File: config.mk
export PLATFORM = sky130hd
export DESIGN_NAME = multi_servo_slew_limiter
export DESIGN_NICKNAME = d
export VERILOG_FILES = /design/src/msl_pkg.sv /design/src/multi_servo_slew_limiter.sv /design/src/msl_ram.sv /design/src/msl_step.sv
export VERILOG_INCLUDE_DIRS = /design/src /design/src/src
export SDC_FILE = /design/constraint.sdc
export NUM_CORES = 2
export LEC_CHECK = 0
export CAP_MARGIN = 20
export CORE_MARGIN = 4
export CORE_UTILIZATION = 45
export CTS_CLUSTER_DIAMETER = 40
export DETAILED_ROUTE_END_ITERATION = 10
export DONT_BUFFER_PORTS = 1
export GPL_ROUTABILITY_DRIVEN = 0
export GPL_TIMING_DRIVEN = 0
export PLACE_DENSITY = 0.6
export SLEW_MARGIN = 20
export SYNTH_ARGS = -nofsm -noshare
export SYNTH_HDL_FRONTEND = slang
export SYNTH_SLANG_ARGS = --single-unit
File: constraint.sdc
create_clock -name aclk -period 13.1 [get_ports aclk]
set_clock_uncertainty 0.05 [all_clocks]
set_input_delay 0.655 -clock aclk [delete_from_list [all_inputs] [get_ports aclk]]
set_output_delay 0.655 -clock aclk [all_outputs]
set_load 0.02 [all_outputs]
File: src/multi_servo_slew_limiter_macros.svh
// assertion macros used by the servo slew limiter top module
`ifndef MULTI_SERVO_SLEW_LIMITER_MACROS_SVH
`define MULTI_SERVO_SLEW_LIMITER_MACROS_SVH
`ifndef SYNTHESIS
`define MSL_ASSERT_IMPLY(label, clk, rstn, ante, cons) \
    label: assert property (@(posedge clk) disable iff (!rstn) (ante) |-> (cons)) \
        else $error("same-cycle implication violated");
`define MSL_ASSERT_NEXT(label, clk, rstn, ante, cons) \
    label: assert property (@(posedge clk) disable iff (!rstn) (ante) |=> (cons)) \
        else $error("next-cycle implication violated");
`else
`define MSL_ASSERT_IMPLY(label, clk, rstn, ante, cons)
`define MSL_ASSERT_NEXT(label, clk, rstn, ante, cons)
`endif
`endif

File: src/msl_pkg.sv
package msl_pkg;

    localparam int CHANNELS_DEF  = 6;
    localparam int FRAC_BITS_DEF = 16;

    localparam int TICK_W      = 10;
    localparam int TICK_RESET  = 20;
    localparam int IDX_W       = 4;
    localparam int ANGLE_OUT_W = 24;
    localparam int VALUE_W     = 25;

    typedef enum logic [1:0] {
        ACT_TICK       = 2'd0,
        ACT_SET_TARGET = 2'd1,
        ACT_SET_SPEED  = 2'd2,
        ACT_SET_LIMITS = 2'd3
    } action_t;

    typedef enum logic [1:0] {
        STATUS_OK      = 2'd0,
        STATUS_CLAMPED = 2'd1,
        STATUS_BAD_CH  = 2'd2
    } status_t;

    typedef enum logic {
        KIND_STATUS = 1'b0,
        KIND_ANGLE  = 1'b1
    } kind_t;

    typedef struct packed {
        kind_t                   kind;
        logic [IDX_W-1:0]        idx;
        logic [ANGLE_OUT_W-1:0]  angle;
        status_t                 status;
    } result_t;

    // power-up table in whole degrees, channels past the table reuse its last row
    localparam int RST_TABLE_LEN = 6;
    localparam logic [7:0] RST_ANGLE_DEG [RST_TABLE_LEN] = '{8'd80, 8'd0, 8'd90, 8'd5,
                                                             8'd121, 8'd10};
    localparam logic [7:0] RST_MIN_DEG [RST_TABLE_LEN]   = '{8'd0, 8'd0, 8'd80, 8'd5,
                                                             8'd30, 8'd10};
    localparam logic [7:0] RST_MAX_DEG [RST_TABLE_LEN]   = '{8'd180, 8'd180, 8'd140, 8'd60,
                                                             8'd121, 8'd70};
    // reset speed is 45 half degrees per second
    localparam int RST_SPEED_HALF_DEG = 45;

endpackage

File: src/multi_servo_slew_limiter.sv
// write transaction: read, load and apply the entry, then flush; bad channel: flush only
// tick: read, load, step and apply each channel off target, read and load one on target
// one transaction in work at a time; each stepped channel goes through the state ram
// read and the three-stage step multiplier
// aresetn is synchronous: all channels return to their power-up angles, speeds and
// limits at once through per-channel valid bits, tick period returns to 20 ms
`include "multi_servo_slew_limiter_macros.svh"
module multi_servo_slew_limiter import msl_pkg::*; #(
    parameter int CHANNELS  = CHANNELS_DEF,
    parameter int FRAC_BITS = FRAC_BITS_DEF
) (
    input  logic                          aclk,
    input  logic                          aresetn,
    input  logic                          cfg_wr_en,
    input  logic [TICK_W-1:0]             cfg_wr_data,
    input  logic                          s_valid,
    output logic                          s_ready,
    input  logic [1:0]                    s_action,
    input  logic [IDX_W-1:0]              s_channel,
    input  logic signed [VALUE_W-1:0]     s_value_a,
    input  logic signed [VALUE_W-1:0]     s_value_b,
    output logic                          m_valid,
    input  logic                          m_ready,
    output logic                          m_kind,
    output logic [IDX_W-1:0]              m_servo_index,
    output logic [ANGLE_OUT_W-1:0]        m_angle_out,
    output logic [1:0]                    m_status,
    output logic                          m_last
);

    localparam int AW    = FRAC_BITS + 8;
    localparam int SW    = (FRAC_BITS + 5 > 24) ? FRAC_BITS + 5 : 24;
    localparam int STW   = SW + 1;
    localparam int CW    = ((AW > VALUE_W) ? AW : VALUE_W) + 1;
    localparam int GW    = (AW > STW) ? AW : STW;
    localparam int CH_AW = (CHANNELS > 1) ? $clog2(CHANNELS) : 1;
    localparam int MIN_SPEED_INT = ((2 ** FRAC_BITS) + 5) / 10;

    localparam logic [AW-1:0]        DEG_180     = AW'(180 << FRAC_BITS);
    localparam logic signed [CW-1:0] DEG_180_S   = CW'(180 << FRAC_BITS);
    localparam logic [SW-1:0]        MIN_SPEED   = SW'(MIN_SPEED_INT);
    localparam logic signed [CW-1:0] MIN_SPEED_S = CW'(MIN_SPEED_INT);
    localparam logic [CH_AW-1:0]     LAST_IDX    = CH_AW'(CHANNELS - 1);

    typedef struct packed {
        logic [AW-1:0] cur;
        logic [AW-1:0] tgt;
        logic [AW-1:0] lo;
        logic [AW-1:0] hi;
        logic [SW-1:0] spd;
    } chan_t;

    localparam int MEM_W = $bits(chan_t);

    typedef enum logic [5:0] {
        ST_IDLE  = 6'b000001,
        ST_READ  = 6'b000010,
        ST_LOAD  = 6'b000100,
        ST_STEP  = 6'b001000,
        ST_APPLY = 6'b010000,
        ST_FLUSH = 6'b100000
    } state_t;

    function automatic chan_t reset_entry(input logic [CH_AW-1:0] idx);
        int    r;
        chan_t e;
        r     = (int'(idx) < RST_TABLE_LEN) ? int'(idx) : RST_TABLE_LEN - 1;
        e.cur = AW'(RST_ANGLE_DEG[r]) << FRAC_BITS;
        e.tgt = AW'(RST_ANGLE_DEG[r]) << FRAC_BITS;
        e.lo  = AW'(RST_MIN_DEG[r]) << FRAC_BITS;
        e.hi  = AW'(RST_MAX_DEG[r]) << FRAC_BITS;
        e.spd = SW'(RST_SPEED_HALF_DEG) << (FRAC_BITS - 1);
        return e;
    endfunction

    function automatic logic [AW-1:0] clamp180(input logic signed [VALUE_W-1:0] v);
        logic signed [CW-1:0] w;
        logic [AW-1:0]        res;
        w = CW'(v);
        if (w < 0) begin
            res = '0;
        end else if (w > DEG_180_S) begin
            res = DEG_180;
        end else begin
            res = w[AW-1:0];
        end
        return res;
    endfunction

    state_t                      state_reg, state_next;
    logic [TICK_W-1:0]           tick_reg;
    action_t                     act_reg;
    logic [IDX_W-1:0]            ch_reg;
    logic signed [VALUE_W-1:0]   a_reg, b_reg;
    logic [CH_AW-1:0]            idx_reg;
    logic [CHANNELS-1:0]         valid_reg;
    logic                        rd_valid_reg;
    chan_t                       entry_reg;
    logic [AW-1:0]               lim_lo_reg, lim_hi_reg, gap_reg;
    logic                        up_reg;
    result_t                     pend_reg, out_reg;
    logic                        pend_valid_reg, m_valid_reg, m_last_reg;

    logic [MEM_W-1:0]            ram_q;
    chan_t                       merged, entry_new;
    result_t                     res_new, bad_res;
    logic [AW-1:0]               lo_c, hi_c, moved, tgt_clamped;
    status_t                     clamp_status;
    logic signed [CW-1:0]        cv, clo, chi;
    logic [GW-1:0]               gap_ext, step_ext;
    logic [STW-1:0]              step_q;
    logic                        step_start, step_done;
    logic                        accept, is_bad, out_free, apply_go, out_load, ram_we;
    logic                        skip_ch, idx_adv;

    msl_ram #(
        .WIDTH (MEM_W),
        .DEPTH (CHANNELS)
    ) u_state_ram (
        .clk   (aclk),
        .we    (ram_we),
        .waddr (idx_reg),
        .wdata (entry_new),
        .raddr (idx_reg),
        .rdata (ram_q)
    );

    msl_step #(
        .SPEED_W (SW)
    ) u_step (
        .clk   (aclk),
        .rstn  (aresetn),
        .start (step_start),
        .speed (merged.spd),
        .tick  (tick_reg),
        .done  (step_done),
        .step  (step_q)
    );

    assign accept   = s_valid && s_ready;
    assign is_bad   = (action_t'(s_action) != ACT_TICK) &&
                      ({1'b0, s_channel} >= (IDX_W+1)'(CHANNELS));
    assign out_free = !m_valid_reg || m_ready;
    assign apply_go = !pend_valid_reg || out_free;

    // never-written entries read as their power-up values
    assign merged = rd_valid_reg ? chan_t'(ram_q) : reset_entry(idx_reg);

    assign lo_c = clamp180(a_reg);
    assign hi_c = clamp180(b_reg);

    assign skip_ch = (act_reg == ACT_TICK) && (merged.cur == merged.tgt);

    // tick move: snap when within one step, otherwise step toward target
    assign gap_ext  = GW'(gap_reg);
    assign step_ext = GW'(step_q);
    always_comb begin
        if (gap_ext <= step_ext) begin
            moved = entry_reg.tgt;
        end else if (up_reg) begin
            moved = AW'(GW'(entry_reg.cur) + step_ext);
        end else begin
            moved = AW'(GW'(entry_reg.cur) - step_ext);
        end
    end

    // target clamp, shared by set target and set limits
    always_comb begin
        if (act_reg == ACT_SET_TARGET) begin
            cv  = CW'(a_reg);
            clo = {{(CW-AW){1'b0}}, entry_reg.lo};
            chi = {{(CW-AW){1'b0}}, entry_reg.hi};
        end else begin
            cv  = {{(CW-AW){1'b0}}, entry_reg.tgt};
            clo = {{(CW-AW){1'b0}}, lim_lo_reg};
            chi = {{(CW-AW){1'b0}}, lim_hi_reg};
        end
        if (cv < clo) begin
            tgt_clamped  = clo[AW-1:0];
            clamp_status = STATUS_CLAMPED;
        end else if (cv > chi) begin
            tgt_clamped  = chi[AW-1:0];
            clamp_status = STATUS_CLAMPED;
        end else begin
            tgt_clamped  = cv[AW-1:0];
            clamp_status = STATUS_OK;
        end
    end

    always_comb begin
        entry_new      = entry_reg;
        res_new.kind   = KIND_STATUS;
        res_new.idx    = ch_reg;
        res_new.angle  = '0;
        res_new.status = STATUS_OK;
        unique case (act_reg)
            ACT_TICK: begin
                entry_new.cur = moved;
                res_new.kind  = KIND_ANGLE;
                res_new.idx   = IDX_W'(idx_reg);
                res_new.angle = ANGLE_OUT_W'(moved);
            end
            ACT_SET_TARGET: begin
                entry_new.tgt  = tgt_clamped;
                res_new.status = clamp_status;
            end
            ACT_SET_SPEED: begin
                entry_new.spd = (CW'(a_reg) < MIN_SPEED_S) ? MIN_SPEED : SW'(a_reg);
            end
            ACT_SET_LIMITS: begin
                entry_new.lo   = lim_lo_reg;
                entry_new.hi   = lim_hi_reg;
                entry_new.tgt  = tgt_clamped;
                res_new.status = clamp_status;
            end
        endcase
    end

    always_comb begin
        bad_res.kind   = KIND_STATUS;
        bad_res.idx    = s_channel;
        bad_res.angle  = '0;
        bad_res.status = STATUS_BAD_CH;
    end

    always_comb begin
        state_next = state_reg;
        step_start = 1'b0;
        idx_adv    = 1'b0;
        unique case (state_reg)
            ST_IDLE: begin
                if (s_valid) begin
                    state_next = is_bad ? ST_FLUSH : ST_READ;
                end
            end
            ST_READ: begin
                state_next = ST_LOAD;
            end
            ST_LOAD: begin
                if (skip_ch) begin
                    idx_adv    = (idx_reg != LAST_IDX);
                    state_next = (idx_reg == LAST_IDX) ? ST_FLUSH : ST_READ;
                end else if (act_reg == ACT_TICK) begin
                    step_start = 1'b1;
                    state_next = ST_STEP;
                end else begin
                    state_next = ST_APPLY;
                end
            end
            ST_STEP: begin
                if (step_done) begin
                    state_next = ST_APPLY;
                end
            end
            ST_APPLY: begin
                if (apply_go) begin
                    if (act_reg != ACT_TICK || idx_reg == LAST_IDX) begin
                        state_next = ST_FLUSH;
                    end else begin
                        idx_adv    = 1'b1;
                        state_next = ST_READ;
                    end
                end
            end
            ST_FLUSH: begin
                if (!pend_valid_reg || out_free) begin
                    state_next = ST_IDLE;
                end
            end
            default: begin
                state_next = ST_IDLE;
            end
        endcase
    end

    assign ram_we   = (state_reg == ST_APPLY) && apply_go;
    // a held result goes out once the next one is found or the walk ends
    assign out_load = pend_valid_reg && out_free &&
                      ((state_reg == ST_APPLY) || (state_reg == ST_FLUSH));

    always_ff @(posedge aclk) begin
        if (!aresetn) begin
            state_reg      <= ST_IDLE;
            tick_reg       <= TICK_W'(TICK_RESET);
            valid_reg      <= '0;
            pend_valid_reg <= 1'b0;
            m_valid_reg    <= 1'b0;
        end else begin
            state_reg <= state_next;
            if (cfg_wr_en) begin
                tick_reg <= cfg_wr_data;
            end
            if (ram_we) begin
                valid_reg[idx_reg] <= 1'b1;
            end
            if (accept && is_bad) begin
                pend_valid_reg <= 1'b1;
            end else if (ram_we) begin
                pend_valid_reg <= 1'b1;
            end else if (state_reg == ST_FLUSH && out_free) begin
                pend_valid_reg <= 1'b0;
            end
            m_valid_reg <= out_load || (m_valid_reg && !m_ready);
        end
    end

    always_ff @(posedge aclk) begin
        rd_valid_reg <= valid_reg[idx_reg];
        if (accept) begin
            act_reg <= action_t'(s_action);
            ch_reg  <= s_channel;
            a_reg   <= s_value_a;
            b_reg   <= s_value_b;
            idx_reg <= (action_t'(s_action) == ACT_TICK) ? '0 : s_channel[CH_AW-1:0];
            if (is_bad) begin
                pend_reg <= bad_res;
            end
        end else if (idx_adv) begin
            idx_reg <= CH_AW'(idx_reg + 1'b1);
        end
        if (state_reg == ST_READ) begin
            lim_lo_reg <= (lo_c > hi_c) ? hi_c : lo_c;
            lim_hi_reg <= (lo_c > hi_c) ? lo_c : hi_c;
        end
        if (state_reg == ST_LOAD) begin
            entry_reg <= merged;
            up_reg    <= merged.tgt > merged.cur;
            gap_reg   <= (merged.tgt > merged.cur) ? merged.tgt - merged.cur
                                                   : merged.cur - merged.tgt;
        end
        if (ram_we) begin
            pend_reg <= res_new;
        end
        if (out_load) begin
            out_reg    <= pend_reg;
            m_last_reg <= (state_reg == ST_FLUSH);
        end
    end

    assign s_ready       = (state_reg == ST_IDLE);
    assign m_valid       = m_valid_reg;
    assign m_kind        = out_reg.kind;
    assign m_servo_index = out_reg.idx;
    assign m_angle_out   = out_reg.angle;
    assign m_status      = out_reg.status;
    assign m_last        = m_last_reg;

    `MSL_ASSERT_IMPLY(a_angle_status_ok, aclk, aresetn, m_valid && m_kind == KIND_ANGLE, m_status == STATUS_OK)
    `MSL_ASSERT_IMPLY(a_reply_is_last, aclk, aresetn, m_valid && m_kind == KIND_STATUS, m_last)
    `MSL_ASSERT_IMPLY(a_idle_nothing_held, aclk, aresetn, s_ready, !pend_valid_reg)
    `MSL_ASSERT_IMPLY(a_step_when_waiting, aclk, aresetn, step_done, state_reg == ST_STEP)
    `MSL_ASSERT_NEXT(a_busy_after_accept, aclk, aresetn, s_valid && s_ready, !s_ready)

endmodule

File: src/msl_ram.sv
module msl_ram #(
    parameter int WIDTH = 8,
    parameter int DEPTH = 16,
    localparam int ADDR_W = (DEPTH > 1) ? $clog2(DEPTH) : 1
) (
    input  logic              clk,
    input  logic              we,
    input  logic [ADDR_W-1:0] waddr,
    input  logic [WIDTH-1:0]  wdata,
    input  logic [ADDR_W-1:0] raddr,
    output logic [WIDTH-1:0]  rdata
);

    logic [WIDTH-1:0] mem_reg [DEPTH];
    logic [WIDTH-1:0] rdata_reg;

    always_ff @(posedge clk) begin
        if (we) begin
            mem_reg[waddr] <= wdata;
        end
        rdata_reg <= mem_reg[raddr];
    end

    assign rdata = rdata_reg;

endmodule

File: src/msl_step.sv
module msl_step import msl_pkg::*; #(
    parameter int SPEED_W = 24
) (
    input  logic               clk,
    input  logic               rstn,
    input  logic               start,
    input  logic [SPEED_W-1:0] speed,
    input  logic [TICK_W-1:0]  tick,
    output logic               done,
    output logic [SPEED_W:0]   step
);

    // floor(speed * tick / 1000) = floor(floor(speed * tick / 8) / 125)
    localparam int PW      = SPEED_W + TICK_W;
    localparam int YW      = PW - 3;
    localparam int QW      = YW - 6;
    localparam int ODD_DIV = 125;
    localparam longint unsigned RECIP_L = (longint'(1) << YW) / ODD_DIV;
    localparam logic [QW-1:0] RECIP = QW'(RECIP_L);

    logic [PW-1:0]    prod_reg;
    logic [QW-1:0]    q0_reg;
    logic [7:0]       ylo_reg;
    logic [QW-1:0]    step_reg;
    logic             v1_reg, v2_reg, v3_reg;

    logic [YW-1:0]    y;
    logic [YW+QW-1:0] mul;
    logic [15:0]      back;
    logic [7:0]       rem;

    assign y    = prod_reg[PW-1:3];
    assign mul  = (YW+QW)'(y) * (YW+QW)'(RECIP);
    // quotient estimate is low by at most one, so the remainder stays below 250
    assign back = 16'(q0_reg[7:0]) * 16'd125;
    assign rem  = ylo_reg - back[7:0];

    always_ff @(posedge clk) begin
        if (!rstn) begin
            v1_reg <= 1'b0;
            v2_reg <= 1'b0;
            v3_reg <= 1'b0;
        end else begin
            v1_reg <= start;
            v2_reg <= v1_reg;
            v3_reg <= v2_reg;
        end
    end

    always_ff @(posedge clk) begin
        if (start) begin
            prod_reg <= PW'(speed) * PW'(tick);
        end
        if (v1_reg) begin
            q0_reg  <= mul[YW+QW-1:YW];
            ylo_reg <= y[7:0];
        end
        if (v2_reg) begin
            step_reg <= q0_reg + QW'(rem >= 8'd125);
        end
    end

    assign done = v3_reg;
    assign step = step_reg;

endmodule
==> results.json <==
{
  "synth_area_leaders": "edfxtp_1, fa_1, ha_1",
  "cts-htree-levels": 4,
  "min-delay-path-class": "input port to register",
  "async_reset_ff_share_pct": 0,
  "clk-insertion-delay-late_ps": 800,
  "core_area_um2": 161000,
  "min_period_over_period_pct": 63.1,
  "synth_largest_area_cell": "edfxtp_1",
  "num_rows": 147,
  "finalHoldViolations": 0,
  "cts.sinks": 1272,
  "peakVddDrop_uv": 170,
  "chipHeight_um": 412,
  "avgSynthCellArea_um2": 12.7,
  "grt_max_degree": 58,
  "antenna_found_initial": 17,
  "synth-main-ff-cell": "edfxtp_1",
  "nets": 7171,
  "drive_above_1_share_pct": 10.5,
  "worst_pin_slew_ps": 1210,
  "drv_cap": 0,
  "die_x_um": 412,
  "synth_xor_area_share_pct": 1.98,
  "syn_area_um2": 73400,
  "synthAdderAreaFrac_pct": 21.3,
  "pin_count": 105,
  "crit_arrival_ps": 8710,
  "grt_first_pass_wirelength_mm": 306,
  "yosysSeqAreaShare_pct": 50.0,
  "start_util_pct": 45.5,
  "area_delta_synth_final_pct": 14.0,
  "grt_use_total_pct": 24.4,
  "status": "complete, no violations",
  "cts_resized": 0,
  "cts-buffers-inserted": 166,
  "synth_enable_flop_cells": 1124,
  "synth-seq-cells": 1272,
  "drt_iter0_drc": 4465,
  "crit_path_start_kind": "register",
  "yosys.area_share.simple_pct": 7.69,
  "synth_top_area_share_pct": 46.0,
  "yosysWarningCount": 0,
  "wire_per_inst_um": 24.5,
  "cp-end-kind": "register",
  "slew_headroom_pct": 18.3,
  "synth_top_family_by_area": "adder cells",
  "drt-pass1-iter-count": 7,
  "cts_buffer_depth": 3,
  "crit_fanout": 10,
  "p_per_area_nw_per_um2": 164,
  "critical_path_required_ps": 13550,
  "worst_hold_slack_ps": 92.7,
  "grt_pass1_vias": 47600,
  "setup-violations-final": 0,
  "synthMuxAreaShare_pct": 5.98,
  "drt-vias-per-instance": 5.56,
  "ant_nets": 0,
  "synth_cell_type_count": 85,
  "netlist_instances": 5794,
  "final_core_util_pct": 51.8,
  "largest_reg_flops": 720,
  "crit_type": "register to register",
  "path_clk_slew_ps": 60,
  "grt_overflow": 0,
  "finalCriticalPeriod_ps": 8260,
  "fin_tns_setup_ps": 0,
  "drt-total-wl_mm": 206,
  "synthesis.nets": 6861,
  "portBuffers": 0,
  "cts_setup_buffers": 0,
  "tritoncts": "yes",
  "post-dp-hpwl_mm": 154,
  "synth_compound_area_share_pct": 7.83,
  "maxSlewViolCount": 0,
  "drc": 0,
  "hold_buffers": 67,
  "vias": 46800,
  "leakage_nw": 34.4,
  "clockRootBuffer": "clkbuf_16",
  "dieArea_um2": 170000,
  "max_freq_mhz": 121,
  "grt_setup_unrepaired": "false"
}
[cell families (layout without fill, tap and decap cells)]
logic type,after synthesis,after routing
XOR/XNOR,166,166
AO/OA/AOI/OAI,823,823
AND/OR/NAND/NOR,1166,1166
multiplexers,362,362
other,0,11
adder cells (fa/ha/maj),996,996
flip-flops,1272,1272
buffers and inverters,1009,1461
[report_power, final]
| group | total, W | internal [W] | switching, W |
|---|---|---|---|
| Sequential | 0.00528 | 0.00498 | 0.000294 |
| Clock | 0.00464 | 0.00279 | 0.00185 |
| Combinational | 0.00378 | 0.00140 | 0.00239 |
| Total | 0.0137 | 0.00917 | 0.00453 |
[Yosys cell counts (29+ instances only)]
cell	number
and3_1	119
mux2_2	172
o211ai_1	36
edfxtp_1	1124
fa_1	418
xnor2_1	120
a21o_1	85
mux4_2	43
nand3_1	112
nand2_1	441
xor2_1	46
inv_1	795
a22o_1	94
nor2b_1	29
ha_1	578
a21oi_1	147
a31oi_1	39
nor2_1	183
nor3_1	35
mux2i_1	145
clkbuf_1	178
a22oi_1	155
dfxtp_1	148
o21ai_0	108
and2_1	91
nand4_1	36
[final cells by class]
type	instances	area, um^2
Fill cell	13900	77700
Sequential cell	1272	36700
Multi-Input combinational cell	3513	32900
Clock buffer	204	4470
Inverter	795	2990
Tap cell	2160	2700
Timing Repair Buffer	142	1670
Clock inverter	106	1280
Buffer	214	847
Antenna cell	11	27.5
[cell usage in the layout (no fill, tap or decap), drive strengths merged, types with 111 or more instances in the layout]
cell type and n:
nand3 113, xnor2 120, nor2 183, mux2i 145, a21oi 154, mux2 174, edfxtp 1124, ha 578
nand2 441, fa 418, a22oi 155, and3 120, inv 822, dfxtp 148, clkbuf 383, o21ai 111
[stage by stage]
stage / total power, W / cells / worst slack [ps] / area [um^2]
after floorplan: 0.00767 / 5794 / 2460 / 73400
after global placement: 0.00900 / 7954 / -6470 / 76100
after detailed placement: 0.00907 / 8028 / 4890 / 77200
after CTS: 0.0137 / 8405 / 4840 / 83600
after global routing: 0.0143 / 8411 / 4400 / 83600
final: 0.0137 / 8417 / 4840 / 83600
[critical path: stages, from the launching register on]
cell and delay (ps):
dfxtp_1 310, clkbuf_1 480, clkbuf_1 680, clkbuf_1 790
and2_1 350, nand2_1 100, fa_1 540, fa_1 510
inv_1 50, fa_1 450, fa_1 490, inv_1 50
fa_1 470, inv_1 40, ha_1 380, and4_1 220
a2111oi_2 300, o311ai_1 210, a21oi_2 250, o21ai_1 160
o41ai_2 460, a21oi_1 170, a21o_1 220, a21oi_2 140
xnor2_1 100
[routing by layer]
metal / wire (um) / track usage [%]
met5: 13 / 0
met4: 7020 / 7.74
met3: 16600 / 5.48
met2: 92500 / 38.0
met1: 90100 / 34.0
[path summary, 6_finish.rpt]
kind / startpoint / endpoint / slack (ps) / cells past startpoint
max: rd_valid_reg / u_step.prod_reg[33] / 4840 / 24
min: s_channel[1] / idx_reg[1] / 90 / 2
max reg2reg: rd_valid_reg / u_step.prod_reg[33] / 4840 / 24
min reg2reg: pend_reg[7] / m_angle_out[5] / 370 / 0
Power figures use the tool's default switching activity.
